===== config.mk =====
export PLATFORM = sky130hd
export DESIGN_NAME = svt_divider
export DESIGN_NICKNAME = d
export VERILOG_FILES = /design/src/design/svt_pkg.sv /design/src/design/svt_divider.sv
export SDC_FILE = /design/constraint.sdc
export NUM_CORES = 1
export LEC_CHECK = 0
export BUFFER_PORTS_ARGS = -buffer_cell sky130_fd_sc_hd__buf_2
export CAP_MARGIN = 5
export CELL_PAD_IN_SITES_DETAIL_PLACEMENT = 2
export CELL_PAD_IN_SITES_GLOBAL_PLACEMENT = 2
export CORE_AREA = 4 4 128 191
export DETAILED_ROUTE_END_ITERATION = 12
export DIE_AREA = 0 0 132 195
export PLACE_DENSITY_LB_ADDON = 0.1
export SETUP_SLACK_MARGIN = 0.02
export SYNTH_ARGS = -nofsm -noshare
export SYNTH_HDL_FRONTEND = slang
export SYNTH_SLANG_ARGS = --single-unit

===== constraint.sdc =====
create_clock -name clock -period 4.31 [get_ports clock]
set_clock_uncertainty 0.1 [all_clocks]
set_input_delay 0.2155 -clock clock [delete_from_list [all_inputs] [get_ports clock]]
set_output_delay 0.2155 -clock clock [all_outputs]
set_load 0.02 [all_outputs]

===== src/design/svt_pkg.sv =====
// Package with the shared types and constants of the shape vote tracker.
`timescale 1ns / 1ps
package svt_pkg;
   localparam int SHAPE_COUNT = 4;
   localparam int ATTR_COUNT  = 8;
   localparam logic [30:0] PLANE_HEIGHT_RESET = 31'd13107;
   localparam logic [1:0] SHAPE_PLANE    = 2'd0;
   localparam logic [1:0] SHAPE_SPHERE   = 2'd1;
   localparam logic [1:0] SHAPE_CONE     = 2'd2;
   localparam logic [1:0] SHAPE_CYLINDER = 2'd3;

   typedef struct packed {
      logic        start;
      logic [32:0] dividend;
      logic [31:0] divisor;
   } div_req_type;

   typedef struct packed {
      logic        done;
      logic [32:0] quotient;
   } div_rsp_type;
endpackage


===== src/design/svt_divider.sv =====
// Restoring divider, one quotient bit a cycle, signed dividend, positive divisor.
`timescale 1ns / 1ps
module svt_divider (
   input  logic                 clock,
   input  logic                 reset,
   input  svt_pkg::div_req_type req,
   output svt_pkg::div_rsp_type rsp
);
   logic        busy_ff, busy_in;
   logic [5:0]  count_ff, count_in;
   logic [32:0] quo_ff, quo_in;
   logic [32:0] rem_ff, rem_in;
   logic [31:0] den_ff, den_in;
   logic        neg_ff, neg_in;
   logic        done_ff, done_in;
   logic [33:0] trial;
   logic [32:0] shifted;

   always_comb begin
      busy_in  = busy_ff;
      count_in = count_ff;
      quo_in   = quo_ff;
      rem_in   = rem_ff;
      den_in   = den_ff;
      neg_in   = neg_ff;
      done_in  = 1'b0;
      shifted  = {rem_ff[31:0], quo_ff[32]};
      trial    = {1'b0, shifted} - {2'b00, den_ff};
      if (req.start) begin
         busy_in  = 1'b1;
         count_in = 6'd0;
         neg_in   = req.dividend[32];
         quo_in   = req.dividend[32] ? (33'd0 - req.dividend) : req.dividend;
         rem_in   = 33'd0;
         den_in   = req.divisor;
      end else if (busy_ff) begin
         if (!trial[33]) begin
            rem_in = trial[32:0];
            quo_in = {quo_ff[31:0], 1'b1};
         end else begin
            rem_in = shifted;
            quo_in = {quo_ff[31:0], 1'b0};
         end
         count_in = count_ff + 6'd1;
         if (count_ff == 6'd32) begin
            busy_in = 1'b0;
            done_in = 1'b1;
            if (neg_ff) quo_in = 33'd0 - quo_in;
         end
      end
   end

   always_ff @(posedge clock) begin
      if (reset) begin
         busy_ff <= 1'b0;
         done_ff <= 1'b0;
      end else begin
         busy_ff <= busy_in;
         done_ff <= done_in;
      end
      count_ff <= count_in;
      quo_ff   <= quo_in;
      rem_ff   <= rem_in;
      den_ff   <= den_in;
      neg_ff   <= neg_in;
   end

   assign rsp.done     = done_ff;
   assign rsp.quotient = quo_ff;

   assert property (@(posedge clock) disable iff (reset) done_ff |-> !busy_ff)
      else $error("divider done while busy");
   assert property (@(posedge clock) disable iff (reset) req.start |=> busy_ff)
      else $error("divider did not start");
   assert property (@(posedge clock) disable iff (reset) busy_ff |-> count_ff <= 6'd32)
      else $error("divider count overrun");
endmodule


==> impl_metrics.env, run 1 <==
export IMPL_final_util=0.406
export IMPL_port_buffers=101
export IMPL_grt_max_degree=72
export IMPL_syn2layout_area_growth_pct=29.7
export IMPL_fin_crit_ns=4.19
export IMPL_vdd_drop_max_mv=0.206
export IMPL_synth_cell_types=59
export IMPL_synth_net_count=911
export IMPL_worstPathRequired_ns=4.31
export IMPL_grt_use_total=0.183
export IMPL_worst_pin_slew_ns=0.869
export IMPL_post_place_cells=1222
export IMPL_routed_wl_um=23400
export IMPL_grt_pass1_wl_um=38500
export IMPL_critPathKind="register to register"
export IMPL_routabilityCongestion=0.826
export IMPL_cts_tree="yes"
export IMPL_grt_pass1_vias=7660
export IMPL_diodes=0
export IMPL_synth_seq_cells=106
export IMPL_grt_antenna_before_repair=0
export IMPL_row_count=68
export IMPL_drive_gt1_frac=0.239
export IMPL_critPathArrivalTime_ns=4.19
export IMPL_r2r_start="den_ff[24]"
export IMPL_first_iter_violations=197
export IMPL_final_nets=1098
export IMPL_clkSinkCount=106
export IMPL_ys_seq_area_frac=0.388
export IMPL_numCtsBuffers=9
export IMPL_cp_endpoint="quo_ff[20]"
export IMPL_globalRoute_totalOverflow=0
export IMPL_yosys_top_cells_area="edfxtp_1 28%, dfxtp_1 11%, ha_1 6.3%, xnor2_1 5.6%, xor2_1 4.9%"
export IMPL_finalNonFillerCells=1278
export IMPL_core_sq_um=22900
export IMPL_worstPathMaxFanout=4
export IMPL_cts_root_buf="clkbuf_16"
export IMPL_leakage_uw=0.00390
export IMPL_status="finished clean"
export IMPL_synthTopCellsByCount="86 x nand2_1, 77 x nor2_1, 69 x a21oi_1"
export IMPL_synth_top_cell_area_share=0.276
export IMPL_synth_most_common_cell="nand2_1"
export IMPL_rsz0062_at_grt="yes"
export IMPL_synth_edf_count=66
export IMPL_start_util=0.313
export IMPL_detail_route_wl_per_cell_um=18.3
export IMPL_finalCritPeriodShare=0.973
export IMPL_cts_max_level=3
export IMPL_finalSetupTns_ns=0
export IMPL_synth_async_sr_flop_share=0
export IMPL_cap_violations=0
export IMPL_die_w_um=132
export IMPL_fp_dieH_um=195
export IMPL_synth_top_flop_cell="edfxtp_1"
export IMPL_ios=102
export IMPL_hold_violations=0
export IMPL_vias_per_cell=5.22
export IMPL_cp_end_kind="register"
export IMPL_synth_cell_area_sq_um=7170
export IMPL_startpoint_type="register"
export IMPL_synth_avg_cell_area_sq_um=8.90
export IMPL_r2r_setup_slack_ns=0.12
export IMPL_drc=0
export IMPL_relSlewSlack=0.421
export IMPL_power_total_uw=3270
export IMPL_crit_start="den_ff[24]"
export IMPL_die_area_sq_um=25700
export IMPL_yosysWarnings=0
export IMPL_fmax_mhz=238
export IMPL_p_per_area_nw_per_um2=352
export IMPL_slew_violations=0
export IMPL_worst_hold_slack_ns=0.152
export IMPL_r2r_cells=19
export IMPL_vias=6673
export IMPL_r2r_end="quo_ff[20]"
export IMPL_path_clk_slew_ns=0.08
export IMPL_place_hpwl_um=17500
export IMPL_setup_viol=0
export IMPL_hold_path_class="input pin to register"
export IMPL_clockBufferDepth=2
export IMPL_clk_latency_ns=0.37
export IMPL_drt_pass1_iter_count=4
export IMPL_synth_area_leader_cell="edfxtp_1"
export IMPL_drtAntennaViolNets=0
export IMPL_synth_cells=806
[registers in the layout, summed over array words and instances (netlist names)]
signal    cells
quo_ff       33
busy_ff       1
neg_ff        1
count_ff      6
den_ff       32
done_ff       1
rem_ff       32
[routing by layer]
| layer | wire length, um | track usage | vias up |
|---|---|---|---|
| met1 | 9280 | 0.195 | 3293 |
| met4 | 392 | 0.0572 | 0 |
| li1 | - | - | 3270 |
| met2 | 13200 | 0.367 | 88 |
| met5 | 0 | 0 | - |
| met3 | 502 | 0.0229 | 22 |
[critical path, stage by stage, from the launching register on]
cell and delay (ns):
edfxtp_1 0.39, inv_2 0.08, ha_4 0.21, a21oi_4 0.16, o21ai_2 0.09, a211o_1 0.28
a21oi_2 0.12, o211ai_1 0.11, a211o_1 0.33, or2_4 0.27, clkinv_4 0.05, ha_4 0.12
nand2_2 0.05, or4_4 0.44, nor3b_4 0.25, nand2_2 0.16, buf_6 0.18, o31ai_4 0.24
xor2_1 0.19, o21ai_1 0.08
[worst min path at each step]
stage | start | end | slack, ns | cells past startpoint
final | req[41] | quo_ff[9] | 0.15 | 3
after global routing | req[41] | quo_ff[9] | 0.16 | 3
after floorplan | reset | busy_ff | 0.19 | 1
after detailed placement | req[6] | den_ff[6] | 0.29 | 1
after global placement | reset | busy_ff | 0.28 | 2
after CTS | req[41] | quo_ff[9] | 0.13 | 3
[what timing repair did]
action	in CTS	in global routing
resized for setup	31	4
pin swaps	13	12
endpoints found under the setup margin	11	9
hold buffers	33	0
buffers inserted	4	4
endpoints found under the hold margin	34	0
[where the power goes]
part | switching [uW] | internal (uW) | leakage, uW
Combinational | 567 | 443 | 0.00275
Clock | 407 | 571 | 0.000167
Sequential | 95.1 | 1190 | 0.000984
[cell type report]
type                            instances  area [sq um]
Inverter                               48           185
Sequential cell                       106          2780
Timing Repair Buffer                  211          1420
Fill cell                            2524         13600
Tap cell                              280           350
Clock inverter                          6           113
Multi-Input combinational cell        617          4220
Clock buffer                           10           229
[through the flow]
| stage | setup slack, ns | area [sq um] |
|---|---|---|
| finish | 0.116 | 9300 |
| detailed placement | -0.509 | 8430 |
| CTS | 0.0167 | 9260 |
| global route | -0.106 | 9300 |
| floorplan | 0.0249 | 7190 |
| global placement | -0.232 | 8430 |
[logic make-up (layout without fill, tap and decap cells)]
| kind of cell | count (synthesis) | in the layout | synth area share |
|---|---|---|---|
| AO/OA/AOI/OAI | 201 | 201 | 0.181 |
| XOR/XNOR | 86 | 86 | 0.105 |
| adder cells (fa/ha/maj) | 37 | 37 | 0.0656 |
| buffers and inverters | 83 | 275 | 0.0440 |
| flip-flops | 106 | 106 | 0.388 |
| multiplexers | 24 | 24 | 0.0340 |
| AND/OR/NAND/NOR | 269 | 269 | 0.182 |
[placed cells by master, fill, tap and decap left out, drive strengths merged, types with 9 or more instances in the layout]
| cell | instances |
|---|---|
| nor3 | 15 |
| dlygate4sd3 | 33 |
| o31ai | 14 |
| edfxtp | 66 |
| a21oi | 69 |
| xnor2 | 46 |
| xor2 | 40 |
| nand2 | 86 |
| a311oi | 23 |
| dfxtp | 40 |
| o21ai | 40 |
| clkbuf | 10 |
| nand2b | 9 |
| nor2 | 77 |
| nor4 | 10 |
| mux2i | 21 |
| nand3 | 16 |
| ha | 36 |
| buf | 178 |
| inv | 48 |
No activity file was read; power rests on OpenSTA's default activity.
==> inputs of run 2 (changes only) <==
- CORE_AREA: 4 4 128 191 -> 4 4 163 165
- DIE_AREA: 0 0 132 195 -> 0 0 167 169
- clock period: 4.31 -> 4.9 ns (I/O delays scaled with it)
==> run 2 against run 1 <==
Effect of this change:
- cell count decreased by 0.63%
- utilization decreased by 5.6 points
- worst setup slack improved by 0.19 ns
- sequential share of layout area increased by 1.8 points
- flip-flop and latch count unchanged
- register-to-register slack improved by 0.19 ns
- clock power decreased by 22%
- sequential power decreased by 12%
- via count decreased by 3.9%
- total power decreased by 18%
- clock-buffer cell count increased by 2
- largest power group unchanged
==> impl_metrics.env, run 2 (synthesized netlist as in run 1, its figures left out) <==
export IMPL_port_buffers=101
export IMPL_drtAntennaViolNets=0
export IMPL_largest_reg_flops=33
export IMPL_vdd_drop_max_mv=0.139
export IMPL_path_clk_slew_ns=0.08
export IMPL_grt_antenna_before_repair=1
export IMPL_globalRoute_totalOverflow=0
export IMPL_slew_violations=0
export IMPL_worstPathRequired_ns=4.87
export IMPL_core_sq_um=25000
export IMPL_drive_gt1_frac=0.170
export IMPL_leakage_uw=0.00356
export IMPL_clkSinkCount=106
export IMPL_critPathSlowestCell="or4_1"
export IMPL_vias=6416
export IMPL_worst_pin_slew_ns=1.05
export IMPL_die_area_sq_um=28200
export IMPL_critPathArrivalTime_ns=4.57
export IMPL_fmax_mhz=217
export IMPL_worstPathCellList="inv_1, ha_1, a21oi_2, o21ai_0, a211o_1, a21oi_1, o211ai_1, a211o_1, or2_2, clkinv_1, ha_1, nand2_1, or4_1, nor3b_2, nand2_2, nor2_4, buf_4, a21oi_1, xnor2_1, o22ai_1"
export IMPL_syn2layout_area_growth_pct=22.2
export IMPL_numCtsBuffers=9
export IMPL_rsz0062_at_grt="no"
export IMPL_post_place_cells=1219
export IMPL_p_per_area_nw_per_um2=307
export IMPL_routabilityCongestion=0.822
export IMPL_start_util=0.286
export IMPL_cp_end_kind="register"
export IMPL_routed_wl_um=22700
export IMPL_grt_pass1_vias=7112
export IMPL_grt_max_degree=71
export IMPL_power_total_uw=2690
export IMPL_clk_latency_ns=0.36
export IMPL_startpoint_type="register"
export IMPL_hold_path_class="input pin to register"
export IMPL_hold_path_end="quo_ff[23]"
export IMPL_whs_path_depth=3
export IMPL_r2r_end="quo_ff[32]"
export IMPL_hold_violations=0
export IMPL_relSlewSlack=0.296
export IMPL_r2r_cells=20
export IMPL_place_hpwl_um=16600
export IMPL_cap_violations=0
export IMPL_cts_max_level=3
export IMPL_status="finished clean"
export IMPL_slowest_delay_ns=0.48
export IMPL_finalNonFillerCells=1270
export IMPL_worstPathMaxFanout=5
export IMPL_fp_dieH_um=169
export IMPL_diodes=0
export IMPL_detail_route_wl_per_cell_um=17.9
export IMPL_num_fill_cells=2878
export IMPL_top_regs="quo_ff x33, den_ff x32, rem_ff x32"
export IMPL_vias_per_cell=5.05
export IMPL_setup_viol=0
export IMPL_cts_root_buf="clkbuf_16"
export IMPL_critPathKind="register to register"
export IMPL_r2r_setup_slack_ns=0.30
export IMPL_ios=102
export IMPL_drc=0
export IMPL_grt_pass1_wl_um=37600
export IMPL_layout_common_cells="100 x buf_2, 85 x nand2_1, 76 x nor2_1, 67 x a21oi_1, 66 x edfxtp_1"
export IMPL_grt_use_total=0.161
export IMPL_worstHoldStart="req[55]"
export IMPL_drt_pass1_iter_count=4
export IMPL_finalCritPeriodShare=0.938
export IMPL_layout_cells_most_common="buf_2"
export IMPL_r2r_start="den_ff[24]"
export IMPL_clockBufferDepth=2
export IMPL_final_nets=1040
export IMPL_top_register="quo_ff"
export IMPL_row_count=58
export IMPL_fin_crit_ns=4.60
export IMPL_first_iter_violations=216
export IMPL_die_w_um=167
export IMPL_cts_tree="yes"
run 2: worst max-delay path by stage:
| stage | start | to | slack (ns) | cells past startpoint |
|---|---|---|---|---|
| floorplan | den_ff[24] | quo_ff[30] | 0.27 | 21 |
| global placement | den_ff[1] | quo_ff[28] | 0.16 | 20 |
| detailed placement | den_ff[1] | quo_ff[30] | -0.08 | 20 |
| CTS | den_ff[14] | quo_ff[30] | 0.09 | 20 |
| global route | den_ff[24] | quo_ff[26] | 0.02 | 20 |
| finish | den_ff[24] | quo_ff[32] | 0.30 | 20 |
run 2: power breakdown:
part / internal [uW] / switching, uW
Combinational: 322 / 467
Sequential: 1050 / 86.0
Clock: 412 / 352
run 2: repair_timing:
| item | in CTS | in global routing |
|---|---|---|
| gates resized for setup | 2 | 6 |
| hold endpoints to repair | 34 | 0 |
| setup buffers | 0 | 2 |
| pin swaps | 0 | 3 |
| hold buffers | 33 | 0 |
| endpoints found under the setup margin | 4 | 9 |
run 2: critical path: cells and delay by family (launching register included):
kind,cells,cell delay (ns)
AOI/OAI and AO/OA,8,1.44
xor gates and xnor gates,1,0.20
adders and majority gates,2,0.44
buffers and inverters,3,0.27
DFF,1,0.37
and+or+nand+nor,6,1.49
run 2: per-stage QoR:
step	worst slack, ns	hold slack, ns	utilization	TNS (ns)	instance area [sq um]
after global placement	0.158	0.321	0.323	0	8090
after global routing	0.0211	0.207	0.350	0	8760
after detailed placement	-0.0804	0.324	0.323	-0.216	8090
after CTS	0.0866	0.184	0.349	0	8730
final	0.302	0.198	0.350	0	8760
after floorplan	0.266	0.217	-	0	7170
run 2: metal layers:
layer / vias to the layer above / part of all wire / track usage
li1: 3148 / - / -
met5: - / 0.00057 / 0
met2: 87 / 0.49 / 0.283
met4: 2 / 0.016 / 0.0409
met3: 26 / 0.025 / 0.0271
met1: 3153 / 0.46 / 0.206
run 2: layout make-up:
type | instances | area (sq um) | area share
clock buffer | 12 | 246 | 0.0281
clock inverter | 4 | 50.0 | 0.00571
inverter | 48 | 180 | 0.0206
multi-input combinational | 617 | 4110 | 0.469
sequential | 106 | 2780 | 0.318
tap | 330 | 413 | 0.0471
timing repair buffer | 153 | 981 | 0.112
